File: src/sv/frame_checker_crc16_error_level_defines.svh
// Assertion macros for the frame checker with CRC-16 and error level.
// Included by the top level; depends on nothing else.
`ifndef FRAME_CHECKER_CRC16_ERROR_LEVEL_DEFINES_SVH
`define FRAME_CHECKER_CRC16_ERROR_LEVEL_DEFINES_SVH

// Same-cycle implication, disabled while reset is asserted.
`define FCK_ASSERT_IMPL(label, clk, rst_n, ante, cons, msg) \
    label: assert property (@(posedge clk) disable iff (!(rst_n)) (ante) |-> (cons)) \
        else $error(msg);

// Next-cycle implication, disabled while reset is asserted.
`define FCK_ASSERT_NEXT(label, clk, rst_n, ante, cons, msg) \
    label: assert property (@(posedge clk) disable iff (!(rst_n)) (ante) |=> (cons)) \
        else $error(msg);

`endif

File: src/sv/fck_pkg.sv
// Shared types, constants and the byte-wide CRC-16 update of the frame checker.
// Depends on nothing; the modules and the testbench import it.
`default_nettype none

package fck_pkg;

    typedef enum logic [1:0] {
        ST_GOOD   = 2'd0,
        ST_SHORT  = 2'd1,
        ST_HEADER = 2'd2,
        ST_CRC    = 2'd3
    } t_status;

    typedef enum logic [1:0] {
        CFG_HEADER  = 2'd0,
        CFG_PENALTY = 2'd1,
        CFG_CEILING = 2'd2
    } t_cfg_index;

    localparam logic [15:0] CRC_INIT      = 16'hFFFF;
    localparam logic [15:0] CRC_POLY      = 16'hA001;
    localparam logic [7:0]  CMD_LIMIT     = 8'hF0;
    localparam logic [7:0]  HEADER_RESET  = 8'hA5;
    localparam logic [7:0]  PENALTY_RESET = 8'd2;
    localparam logic [7:0]  CEILING_RESET = 8'd10;

    typedef struct packed {
        logic [7:0] header;
        logic [7:0] penalty;
        logic [7:0] ceiling;
    } t_cfg;

    typedef struct packed {
        logic       action;
        logic [7:0] rx_byte;
    } t_item;

    // Reflected CRC-16 update over one byte, least significant bit first.
    function automatic logic [15:0] crc_byte(input logic [15:0] crc, input logic [7:0] b);
        logic [15:0] c;
        c = crc ^ {8'h00, b};
        for (int k = 0; k < 8; k++) begin
            c = c[0] ? ((c >> 1) ^ CRC_POLY) : (c >> 1);
        end
        return c;
    endfunction

endpackage

`default_nettype wire

File: src/sv/fck_channels.sv
// Handshake channel interfaces: received items, check results and register writes.
// Depends on nothing.
`default_nettype none

interface fck_in_if;
    logic       valid;
    logic       ready;
    logic       action;
    logic [7:0] rx_byte;

    modport source (output valid, output action, output rx_byte, input ready);
    modport sink (input valid, input action, input rx_byte, output ready);
endinterface

interface fck_out_if;
    logic       valid;
    logic       ready;
    logic [1:0] status;
    logic       frame_accepted;
    logic [7:0] command;
    logic [7:0] payload_0;
    logic [7:0] payload_1;
    logic [7:0] payload_2;
    logic [7:0] payload_3;
    logic [7:0] error_level;

    modport source (output valid, output status, output frame_accepted, output command,
                    output payload_0, output payload_1, output payload_2,
                    output payload_3, output error_level, input ready);
    modport sink (input valid, input status, input frame_accepted, input command,
                  input payload_0, input payload_1, input payload_2,
                  input payload_3, input error_level, output ready);
endinterface

interface fck_cfg_if;
    logic       valid;
    logic       ready;
    logic [1:0] index;
    logic [7:0] data;

    modport source (output valid, output index, output data, input ready);
    modport sink (input valid, input index, input data, output ready);
endinterface

`default_nettype wire

File: src/sv/fck_cfg_regs.sv
// Configuration registers: frame header, error penalty and error ceiling.
// Depends on fck_pkg and fck_cfg_if.
`default_nettype none

module fck_cfg_regs import fck_pkg::*; (
    input  wire logic  i_clk,
    input  wire logic  i_rst_n,
    fck_cfg_if.sink    i_cfg,
    output t_cfg       o_cfg
);

    t_cfg r_cfg;

    assign i_cfg.ready = 1'b1;
    assign o_cfg       = r_cfg;

    always_ff @(posedge i_clk) begin
        if (!i_rst_n) begin
            r_cfg.header  <= HEADER_RESET;
            r_cfg.penalty <= PENALTY_RESET;
            r_cfg.ceiling <= CEILING_RESET;
        end else if (i_cfg.valid && i_cfg.ready) begin
            case (i_cfg.index)
                CFG_HEADER:  r_cfg.header  <= i_cfg.data;
                CFG_PENALTY: r_cfg.penalty <= i_cfg.data;
                CFG_CEILING: r_cfg.ceiling <= i_cfg.data;
                default:     r_cfg         <= r_cfg;
            endcase
        end
    end

endmodule

`default_nettype wire

File: src/sv/fck_in_reg.sv
// Input register: holds one received item until the frame check takes it.
// Depends on fck_pkg and fck_in_if.
`default_nettype none

module fck_in_reg import fck_pkg::*; (
    input  wire logic  i_clk,
    input  wire logic  i_rst_n,
    fck_in_if.sink     i_in,
    input  wire logic  i_take,
    output logic       o_valid,
    output t_item      o_item
);

    logic  r_valid;
    t_item r_item;
    logic  w_accept;

    assign i_in.ready = !r_valid || i_take;
    assign w_accept   = i_in.valid && i_in.ready;
    assign o_valid    = r_valid;
    assign o_item     = r_item;

    always_ff @(posedge i_clk) begin
        if (!i_rst_n) begin
            r_valid <= 1'b0;
        end else if (w_accept) begin
            r_valid <= 1'b1;
        end else if (i_take) begin
            r_valid <= 1'b0;
        end
    end

    always_ff @(posedge i_clk) begin
        if (w_accept) begin
            r_item.action  <= i_in.action;
            r_item.rx_byte <= i_in.rx_byte;
        end
    end

endmodule

`default_nettype wire

File: src/sv/fck_frame_check.sv
// Frame state, CRC-16 update, frame-end check, error level and result register.
// Depends on fck_pkg and fck_out_if.
`default_nettype none

module fck_frame_check import fck_pkg::*; #(
    parameter int FRAME_LENGTH = 8
) (
    input  wire logic  i_clk,
    input  wire logic  i_rst_n,
    input  wire t_cfg  i_cfg,
    input  wire logic  i_item_valid,
    input  wire t_item i_item,
    output logic       o_take,
    fck_out_if.source  o_out
);

    localparam int CW = $clog2(FRAME_LENGTH + 1);
    localparam int IW = $clog2(FRAME_LENGTH);

    logic [7:0]    r_bytes [FRAME_LENGTH];
    logic [CW-1:0] r_count;
    logic [15:0]   r_crc;
    logic [7:0]    r_link;
    logic          r_out_valid;
    t_status       r_status;
    logic          r_accepted;
    logic [7:0]    r_command;
    logic [7:0]    r_payload [4];

    logic [7:0]    w_kept [5];
    logic          w_full;
    logic [15:0]   w_rx_crc;
    logic [8:0]    w_sum;
    logic          w_store;
    logic          w_end;
    t_status       n_status;
    logic [7:0]    n_link;

    genvar g;
    for (g = 0; g < 5; g++) begin : g_kept
        if (g + 1 < FRAME_LENGTH) begin : g_on
            assign w_kept[g] = (r_count > CW'(g + 1)) ? r_bytes[g + 1] : 8'h00;
        end else begin : g_off
            assign w_kept[g] = 8'h00;
        end
    end

    assign w_full   = (r_count == CW'(FRAME_LENGTH));
    assign w_rx_crc = {r_bytes[FRAME_LENGTH - 1], r_bytes[FRAME_LENGTH - 2]};
    assign w_sum    = {1'b0, r_link} + {1'b0, i_cfg.penalty};
    assign o_take   = i_item_valid && (!i_item.action || !r_out_valid || o_out.ready);
    assign w_store  = o_take && !i_item.action && !w_full;
    assign w_end    = o_take && i_item.action;

    always_comb begin
        if (!w_full) begin
            n_status = ST_SHORT;
        end else if (r_bytes[0] != i_cfg.header) begin
            n_status = ST_HEADER;
        end else if (w_rx_crc == r_crc) begin
            n_status = ST_GOOD;
        end else begin
            n_status = ST_CRC;
        end

        if (n_status == ST_GOOD) begin
            n_link = (r_link != 8'h00) ? (r_link - 8'd1) : r_link;
        end else if (w_sum >= {1'b0, i_cfg.ceiling}) begin
            n_link = i_cfg.ceiling;
        end else begin
            n_link = w_sum[7:0];
        end
    end

    always_ff @(posedge i_clk) begin
        if (!i_rst_n) begin
            r_count     <= '0;
            r_crc       <= CRC_INIT;
            r_link      <= 8'h00;
            r_out_valid <= 1'b0;
        end else begin
            if (w_store) begin
                r_count <= r_count + CW'(1);
                if (r_count < CW'(FRAME_LENGTH - 2)) begin
                    r_crc <= crc_byte(r_crc, i_item.rx_byte);
                end
            end
            if (w_end) begin
                r_count     <= '0;
                r_crc       <= CRC_INIT;
                r_link      <= n_link;
                r_out_valid <= 1'b1;
            end else if (o_out.ready) begin
                r_out_valid <= 1'b0;
            end
        end
    end

    always_ff @(posedge i_clk) begin
        if (w_store) begin
            r_bytes[r_count[IW-1:0]] <= i_item.rx_byte;
        end
        if (w_end) begin
            r_status   <= n_status;
            r_accepted <= (n_status == ST_GOOD) && (w_kept[0] < CMD_LIMIT);
            r_command  <= w_kept[0];
            for (int k = 0; k < 4; k++) begin
                r_payload[k] <= w_kept[k + 1];
            end
        end
    end

    assign o_out.valid          = r_out_valid;
    assign o_out.status         = r_status;
    assign o_out.frame_accepted = r_accepted;
    assign o_out.command        = r_command;
    assign o_out.payload_0      = r_payload[0];
    assign o_out.payload_1      = r_payload[1];
    assign o_out.payload_2      = r_payload[2];
    assign o_out.payload_3      = r_payload[3];
    assign o_out.error_level    = r_link;

endmodule

`default_nettype wire

File: src/sv/frame_checker_crc16_error_level.sv
// Frame checker top level: CRC-16 (0xA001) frame check with saturating error level.
// A frame-end transfer goes through the input register, then the result register.
// Throughput: one item per cycle while no frame end waits on an untaken result; the CRC
// byte update and the frame-end check each fit between the two registers.
// Reset (synchronous, active low) clears byte count, CRC, error level and valids.
// Depends on fck_pkg, fck_channels, fck_cfg_regs, fck_in_reg and fck_frame_check.
`default_nettype none
`include "frame_checker_crc16_error_level_defines.svh"

module frame_checker_crc16_error_level import fck_pkg::*; #(
    parameter int FRAME_LENGTH = 8
) (
    input  wire logic  i_clk,
    input  wire logic  i_rst_n,
    fck_in_if.sink     i_in,
    fck_out_if.source  o_out,
    fck_cfg_if.sink    i_cfg
);

    t_cfg  w_cfg;
    logic  w_item_valid;
    t_item w_item;
    logic  w_take;

    fck_cfg_regs u_cfg_regs (
        .i_clk   (i_clk),
        .i_rst_n (i_rst_n),
        .i_cfg   (i_cfg),
        .o_cfg   (w_cfg)
    );

    fck_in_reg u_in_reg (
        .i_clk   (i_clk),
        .i_rst_n (i_rst_n),
        .i_in    (i_in),
        .i_take  (w_take),
        .o_valid (w_item_valid),
        .o_item  (w_item)
    );

    fck_frame_check #(
        .FRAME_LENGTH (FRAME_LENGTH)
    ) u_frame_check (
        .i_clk        (i_clk),
        .i_rst_n      (i_rst_n),
        .i_cfg        (w_cfg),
        .i_item_valid (w_item_valid),
        .i_item       (w_item),
        .o_take       (w_take),
        .o_out        (o_out)
    );

    `FCK_ASSERT_IMPL(a_accept_good, i_clk, i_rst_n, o_out.valid && o_out.frame_accepted, o_out.status == ST_GOOD && o_out.command < CMD_LIMIT, "accepted frame without good status")
    `FCK_ASSERT_NEXT(a_end_result, i_clk, i_rst_n, w_take && w_item.action, o_out.valid, "frame end did not produce a result")
    `FCK_ASSERT_IMPL(a_ready_hold, i_clk, i_rst_n, !i_in.ready, w_item_valid, "input stalled with empty input register")

endmodule

`default_nettype wire

File: src/flat_wrapper.sv
// flat-port wrapper written by rule: the top's interface ports become plain ports
module frame_checker_crc16_error_level_flat import fck_pkg::*;
#(
    parameter int FRAME_LENGTH = 8
)
  (i_clk, i_rst_n, i_in_valid, i_in_action, i_in_rx_byte, i_in_ready, o_out_valid, o_out_status, o_out_frame_accepted, o_out_command, o_out_payload_0, o_out_payload_1, o_out_payload_2, o_out_payload_3, o_out_error_level, o_out_ready, i_cfg_valid, i_cfg_index, i_cfg_data, i_cfg_ready);
  fck_in_if i_in_i ();
  fck_out_if o_out_i ();
  fck_cfg_if i_cfg_i ();
  input  wire logic i_clk;
  input  wire logic i_rst_n;
  input wire logic [$bits(i_in_i.valid)-1:0] i_in_valid;
  input wire logic [$bits(i_in_i.action)-1:0] i_in_action;
  input wire logic [$bits(i_in_i.rx_byte)-1:0] i_in_rx_byte;
  output wire logic [$bits(i_in_i.ready)-1:0] i_in_ready;
  output wire logic [$bits(o_out_i.valid)-1:0] o_out_valid;
  output wire logic [$bits(o_out_i.status)-1:0] o_out_status;
  output wire logic [$bits(o_out_i.frame_accepted)-1:0] o_out_frame_accepted;
  output wire logic [$bits(o_out_i.command)-1:0] o_out_command;
  output wire logic [$bits(o_out_i.payload_0)-1:0] o_out_payload_0;
  output wire logic [$bits(o_out_i.payload_1)-1:0] o_out_payload_1;
  output wire logic [$bits(o_out_i.payload_2)-1:0] o_out_payload_2;
  output wire logic [$bits(o_out_i.payload_3)-1:0] o_out_payload_3;
  output wire logic [$bits(o_out_i.error_level)-1:0] o_out_error_level;
  input wire logic [$bits(o_out_i.ready)-1:0] o_out_ready;
  input wire logic [$bits(i_cfg_i.valid)-1:0] i_cfg_valid;
  input wire logic [$bits(i_cfg_i.index)-1:0] i_cfg_index;
  input wire logic [$bits(i_cfg_i.data)-1:0] i_cfg_data;
  output wire logic [$bits(i_cfg_i.ready)-1:0] i_cfg_ready;
  assign i_in_i.valid = i_in_valid;
  assign i_in_i.action = i_in_action;
  assign i_in_i.rx_byte = i_in_rx_byte;
  assign i_in_ready = i_in_i.ready;
  assign o_out_valid = o_out_i.valid;
  assign o_out_status = o_out_i.status;
  assign o_out_frame_accepted = o_out_i.frame_accepted;
  assign o_out_command = o_out_i.command;
  assign o_out_payload_0 = o_out_i.payload_0;
  assign o_out_payload_1 = o_out_i.payload_1;
  assign o_out_payload_2 = o_out_i.payload_2;
  assign o_out_payload_3 = o_out_i.payload_3;
  assign o_out_error_level = o_out_i.error_level;
  assign o_out_i.ready = o_out_ready;
  assign i_cfg_i.valid = i_cfg_valid;
  assign i_cfg_i.index = i_cfg_index;
  assign i_cfg_i.data = i_cfg_data;
  assign i_cfg_ready = i_cfg_i.ready;
  frame_checker_crc16_error_level #(.FRAME_LENGTH(FRAME_LENGTH)) u_core (.i_clk(i_clk), .i_rst_n(i_rst_n), .i_in(i_in_i), .o_out(o_out_i), .i_cfg(i_cfg_i));
endmodule
File: config.mk
export PLATFORM = sky130hd
export DESIGN_NAME = frame_checker_crc16_error_level_flat
export DESIGN_NICKNAME = d
export VERILOG_FILES = /design/src/sv/fck_pkg.sv /design/src/sv/fck_channels.sv /design/src/sv/fck_cfg_regs.sv /design/src/sv/fck_in_reg.sv /design/src/sv/fck_frame_check.sv /design/src/sv/frame_checker_crc16_error_level.sv /design/src/flat_wrapper.sv
export VERILOG_INCLUDE_DIRS = /design/src /design/src/sv
export SDC_FILE = /design/constraint.sdc
export NUM_CORES = 1
export LEC_CHECK = 0
export BUFFER_PORTS_ARGS = -buffer_cell sky130_fd_sc_hd__buf_2
export CORE_UTILIZATION = 40
export CTS_CLUSTER_DIAMETER = 40
export DETAILED_ROUTE_END_ITERATION = 16
export SLEW_MARGIN = 20
export SYNTH_ARGS = -nofsm -noshare
export SYNTH_HDL_FRONTEND = slang
export SYNTH_SLANG_ARGS = --single-unit
File: constraint.sdc
create_clock -name i_clk -period 5 [get_ports i_clk]
set_input_delay 1.25 -clock i_clk [delete_from_list [all_inputs] [get_ports i_clk]]
set_output_delay 1.25 -clock i_clk [all_outputs]
set_load 0.02 [all_outputs]
==> results.json, run 1 <==
{
  "synth_xor_area_frac": 0.0670,
  "hold_end": "u_core.u_cfg_regs.o_cfg[23]",
  "setup_ws_ns": 1.50,
  "cts_sinks": 170,
  "hpwl_um": 10500,
  "rows": 49,
  "clk_path_buf_depth": 2,
  "clkTransAtPathRegs_ns": 0.07,
  "diodes": 0,
  "synth_top_family_by_area": "simple AND/OR/NAND/NOR gates",
  "syn_inst": 568,
  "fin_crit_sh": 0.701,
  "synth-seq-area-share": 0.625,
  "fin_worst_skew_ns": 0.0112,
  "hold_path_class": "reg -> reg",
  "dieArea_mm2": 0.0188,
  "total_power_w": 0.00308,
  "postCtsSetupBuffers": 0,
  "r2r_slack_ns": 1.50,
  "crit_path_end_kind": "flop",
  "pre_cts_ws_ns": 1.50,
  "ys_top_cells_by_area": "edfxtp_1, dfxtp_1, ha_1, xor2_1, mux2i_1",
  "p_leak_nw": 3.26,
  "synth_top_area_frac": 0.477,
  "initialDrtViolationCount": 210,
  "ys.flop_type": "edfxtp_1",
  "syn_area_mm2": 0.00730,
  "rsz0062_at_grt": "no",
  "io_pins": 78,
  "worst_pin_slew_ns": 1.04,
  "cp-start-kind": "flop",
  "vias": 4511,
  "ys_seq_elements": 170,
  "synthMuxAreaShare": 0.0322,
  "final_util": 0.474,
  "power_density_mw_per_mm2": 363,
  "place_congestion": 0.868,
  "grt_usage": 0.166,
  "synth_cell_types": 67,
  "avgViaCountPerCell": 5.07,
  "yosys.area_share.simple": 0.136,
  "start_util": 0.408,
  "syn_nets": 614,
  "grt_pass1_wl_um": 22800,
  "setup_viol": 0,
  "placed_area_mm2": 0.00789,
  "avgSynthCellArea_um2": 12.9,
  "multi_input_area_mm2": 0.00260,
  "r2r_start": "u_core.u_frame_check.o_out.error_level[4]",
  "fmax_ghz": 0.285,
  "fill_cells": 1631,
  "arrival_ns": 3.83,
  "cts_resized": 0,
  "hold-path-cell-count": 2,
  "synthAdderAreaFrac": 0.0387,
  "antenna_found_initial": 0,
  "die_h_um": 137,
  "cts_tree": "built",
  "cts_max_level": 4,
  "ant_nets": 0,
  "clock_latency_ns": 0.43,
  "remaining_drc_errors": 0,
  "cp_max_fo": 8,
  "ir_worst_vdd_mv": 0.326,
  "grt_pass1_vias": 4300,
  "critical_path_class": "reg -> reg",
  "numCtsBuffers": 17,
  "synth-edff-count": 116,
  "grt_max_degree": 55,
  "grt-ovfl-total": 0,
  "hold_violations": 0,
  "io_buffers": 76,
  "report.final.slew_viol_count": 0,
  "ys_async_sr_fraction": 0,
  "area_growth_pct": 16.2,
  "relSlewSlack": 0.305,
  "maxCapViolations": 0,
  "die_x_um": 137,
  "ys_warn_count": 0,
  "hold_buffers": 0,
  "synth-compound-area-share": 0.0792,
  "hp-start": "u_core.u_cfg_regs.o_cfg[23]",
  "wire_per_inst_um": 16.5,
  "r2r_cells": 11,
  "yosysTopAreaCell": "edfxtp_1",
  "stdcell_area_mm2": 0.00848,
  "routed_wl_um": 14700,
  "r2r-end": "u_core.u_frame_check.o_out.error_level[7]",
  "root_buffer": "clkbuf_16",
  "status": "finished clean",
  "drive_above_1_share": 0.191,
  "nNetsFinal": 694,
  "coreArea_mm2": 0.0179,
  "seq_area_mm2": 0.00456,
  "dr.pass1.iters": 4,
  "cp_data_required_time_ns": 5.33,
  "fin_crit_ns": 3.50,
  "final.setup.tns_ns": 0
}
-- final cells by class --
| type | count | area share |
|---|---|---|
| clock buffers | 17 | 0.0501 |
| clock inverters | 15 | 0.0181 |
| inverters | 17 | 0.00767 |
| multi-input cells | 365 | 0.306 |
| flip-flops and latches | 170 | 0.538 |
| well taps | 229 | 0.0338 |
| repair buffers | 77 | 0.0457 |
-- cell usage in the layout (no fill, tap or decap), types with 3 or more instances in the layout --
cell	instances
nand3b_1	3
nand2_1	46
xnor2_1	16
nor2_1	39
nand2b_1	4
edfxtp_1	116
nor3_1	8
nor4_1	7
a211oi_1	8
o21ai_0	11
mux2i_1	22
clkinv_8	4
xor2_1	29
dfxtp_1	54
xnor2_2	3
o211ai_1	14
a21oi_1	13
nor2b_1	34
nand3_1	15
or4_1	3
buf_2	76
ha_1	21
inv_1	16
clkbuf_16	17
o21ai_1	5
o211a_1	3
nor3b_1	3
and2_1	11
inv_6	6
-- kinds of logic (layout without fill, tap and decap cells) --
kind of cell	count (synthesis)	after routing
buffers and inverters	33	126
AOI/OAI and AO/OA	81	81
and+or+nand+nor	188	188
muxes	23	23
adders and majority gates	22	22
DFF	170	170
xor gates and xnor gates	50	50
other	1	1
-- worst max-delay path by stage --
stage                                               from                                   endpoint  slack, ns  cells after the start
6_report       u_core.u_frame_check.o_out.error_level[4]  u_core.u_frame_check.o_out.error_level[7]       1.50                     11
5_1_grt        u_core.u_frame_check.o_out.error_level[0]  u_core.u_frame_check.o_out.error_level[7]       1.28                     12
4_1_cts        u_core.u_frame_check.o_out.error_level[4]  u_core.u_frame_check.o_out.error_level[7]       1.49                     11
3_5_place_dp   u_core.u_frame_check.o_out.error_level[4]  u_core.u_frame_check.o_out.error_level[7]       1.50                     11
3_3_place_gp   u_core.u_frame_check.o_out.error_level[4]  u_core.u_frame_check.o_out.error_level[7]       1.55                     11
2_1_floorplan                                o_out_ready  u_core.u_frame_check.o_out.error_level[5]       1.38                      6
-- cell usage after synthesis, types with 2 or more instances --
| cell | instances |
|---|---|
| edfxtp_1 | 116 |
| dfxtp_1 | 54 |
| nand2_1 | 46 |
| nor2_1 | 39 |
| nor2b_1 | 34 |
| xor2_1 | 29 |
| mux2i_1 | 22 |
| ha_1 | 21 |
| inv_1 | 16 |
| xnor2_1 | 16 |
| nand3_1 | 15 |
| o211ai_1 | 14 |
| a21oi_1 | 13 |
| and2_1 | 11 |
| o21ai_0 | 11 |
| clkbuf_1 | 10 |
| nor3_1 | 10 |
| a211oi_1 | 8 |
| nor4_1 | 7 |
| o21ai_1 | 5 |
| nand2b_1 | 4 |
| a31oi_1 | 3 |
| nand3b_1 | 3 |
| nor3b_1 | 3 |
| o211a_1 | 3 |
| or4_1 | 3 |
| xnor2_2 | 3 |
| a211o_1 | 2 |
| a21o_1 | 2 |
| a2bb2oi_1 | 2 |
| and4_1 | 2 |
| buf_6 | 2 |
| nand4_1 | 2 |
| nor2_2 | 2 |
| o21a_1 | 2 |
| o31a_1 | 2 |
-- through the flow --
step,hold slack (ns),cells
final,0.502,890
after global routing,0.524,890
after global placement,0.480,858
after CTS,0.504,890
after floorplan,0.461,568
after detailed placement,0.487,858
-- routing by layer --
metal,vias up,GRT usage,share of wire
met5,-,0,0
met4,0,0.0867,0.027
met3,28,0.0344,0.042
met2,111,0.253,0.46
met1,2128,0.222,0.47
li1,2244,-,-
-- state kept, by name (all words and copies together), names as in the netlist --
name and count:
u_core.u_frame_check.r_crc 16, u_core.u_frame_check.o_out.error_level 8, u_core.u_frame_check.o_out.frame_accepted 1, u_core.u_frame_check.r_count 4
u_core.u_frame_check.o_out.valid 1, u_core.u_frame_check.r_payload 32, u_core.u_frame_check.r_bytes 64, u_core.u_frame_check.o_out.status 2
u_core.u_in_reg.o_item 9, u_core.u_cfg_regs.o_cfg 24, u_core.u_frame_check.o_out.command 8, u_core.u_in_reg.o_valid 1
-- power breakdown --
group | switching [W] | internal (W)
clock network | 0.000603 | 0.000663
logic | 0.000140 | 0.000108
registers | 0.0000368 | 0.00153
-- worst max-delay path: stages (launching register included) --
cell,delay [ns]
dfxtp_1,0.49
ha_1,0.33
or4_1,0.51
o221a_1,0.14
xor2_1,0.32
ha_1,0.32
and4_1,0.18
o21ai_1,0.10
o211ai_1,0.16
nor2_2,0.29
mux2_4,0.33
o2111a_1,0.24
No activity file was read; power rests on OpenSTA's default activity.
==> run 2: changes to the inputs <==
==> constraint.sdc (replaced) <==
create_clock -name i_clk -period 3.4 [get_ports i_clk]
set_input_delay 0.85 -clock i_clk [delete_from_list [all_inputs] [get_ports i_clk]]
set_output_delay 0.85 -clock i_clk [all_outputs]
set_load 0.02 [all_outputs]
==> results.json, run 2 (synthesis results as in run 1) <==
{
  "power_density_mw_per_mm2": 530,
  "drive_above_1_share": 0.222,
  "hold_buffers": 0,
  "cts_max_level": 4,
  "p_leak_nw": 3.35,
  "hold_path_class": "reg -> reg",
  "relSlewSlack": 0.485,
  "maxCapViolations": 0,
  "grt_pass1_vias": 4424,
  "die_x_um": 137,
  "report.final.slew_viol_count": 0,
  "ir_worst_vdd_mv": 0.419,
  "final_cell_mix": "edfxtp_1, buf_2, dfxtp_1",
  "fmax_ghz": 0.309,
  "fin_crit_sh": 0.951,
  "dieArea_mm2": 0.0188,
  "status": "finished clean",
  "vias": 4553,
  "cp_num_cells": 14,
  "io_pins": 78,
  "area_growth_pct": 18.6,
  "cp_data_required_time_ns": 3.72,
  "clk_path_buf_depth": 2,
  "place_congestion": 0.873,
  "rows": 49,
  "io_buffers": 76,
  "placedCellCount": 872,
  "clkTransAtPathRegs_ns": 0.07,
  "nNetsFinal": 712,
  "avgViaCountPerCell": 5.01,
  "start_util": 0.408,
  "diodes": 0,
  "largest_reg_flops": 64,
  "die_h_um": 137,
  "initialDrtViolationCount": 245,
  "worst_pin_slew_ns": 0.770,
  "critical_path_class": "reg -> reg",
  "numCtsBuffers": 17,
  "fin_cells": 908,
  "grt-ovfl-total": 0,
  "setup_viol": 0,
  "hold-path-cell-count": 2,
  "critPathMaxStageDelay_ns": 0.42,
  "grt_pass1_wl_um": 23700,
  "final_common_cell": "edfxtp_1",
  "grt_max_degree": 30,
  "hold_violations": 0,
  "hpwl_um": 10700,
  "path_cells": "ha_2, fa_2, a211oi_2, o21bai_1, a21oi_1, xnor2_1, ha_2, and4_1, o21ai_2, o211ai_1, buf_4, nor2_4, mux2_4, o2111a_1",
  "cts_tree": "built",
  "wire_per_inst_um": 16.5,
  "cp_slowest_cell": "fa_2",
  "dr.pass1.iters": 4,
  "fin_worst_skew_ns": 0.0134,
  "antenna_found_initial": 0,
  "remaining_drc_errors": 0,
  "grt_usage": 0.171,
  "final_util": 0.484,
  "routed_wl_um": 15000,
  "cp-start-kind": "flop",
  "cts_sinks": 170,
  "crit_family": "adder cells",
  "r2r_cells": 14,
  "arrival_ns": 3.55,
  "cp_max_fo": 5,
  "fin_crit_ns": 3.23,
  "clock_latency_ns": 0.43,
  "worst-path-buf-inv": 1,
  "root_buffer": "clkbuf_16",
  "coreArea_mm2": 0.0179,
  "critPathMostFrequentCell": "ha_2",
  "ant_nets": 0,
  "crit_path_end_kind": "flop"
}
## run 2: worst min-delay path, cell delays in order (launching register included)
cell,delay (ns)
dfxtp_1,0.33
nand2_1,0.06
nand3_1,0.06
## run 2: final cells by class
class,count,area (um2)
clock buffer,17,425
clock inverter,15,170
fill,1617,9240
inverter,17,63.8
multi-input combinational,365,2610
sequential,170,4570
tap,229,287
timing repair buffer,95,536
## run 2: final timing paths
| check | endpoint | start | slack (ns) |
|---|---|---|---|
| max | u_core.u_frame_check.o_out.error_level[7] | u_core.u_frame_check.o_out.error_level[0] | 0.17 |
| min | u_core.u_frame_check.r_crc[2] | u_core.u_frame_check.r_crc[10] | 0.50 |
| max reg2reg | u_core.u_frame_check.o_out.error_level[7] | u_core.u_frame_check.o_out.error_level[0] | 0.17 |
| min reg2reg | u_core.u_frame_check.r_crc[2] | u_core.u_frame_check.r_crc[10] | 0.50 |
## run 2: stage by stage
step / setup TNS [ns] / hold WS [ns] / worst slack [ns] / total power, W / instance area (um2)
final: 0 / 0.500 / 0.168 / 0.00459 / 8660
after global routing: -0.0348 / 0.532 / -0.0162 / 0.00476 / 8660
after CTS: 0 / 0.504 / 0.0566 / 0.00461 / 8600
after detailed placement: 0 / 0.488 / 0.0739 / 0.00273 / 8000
after global placement: 0 / 0.480 / 0.120 / 0.00273 / 8000
after floorplan: 0 / 0.461 / 0.178 / 0.00261 / 7300
## run 2: per-layer routing
layer	vias up	part of all wire	track usage
met2	105	0.48	0.273
li1	2265	-	-
met5	-	0	0
met1	2167	0.47	0.223
met4	0	0.018	0.0812
met3	16	0.039	0.0352
## run 2: where the power goes
| part | internal (W) | switching (W) | total, W |
|---|---|---|---|
| Sequential | 0.00225 | 0.0000514 | 0.00230 |
| Clock | 0.000986 | 0.000899 | 0.00189 |
| Combinational | 0.000177 | 0.000221 | 0.000398 |
## run 2: timing repair
action                     CTS  global route
resized for setup            0             9
setup buffers                0             4
setup endpoints to repair    0             6
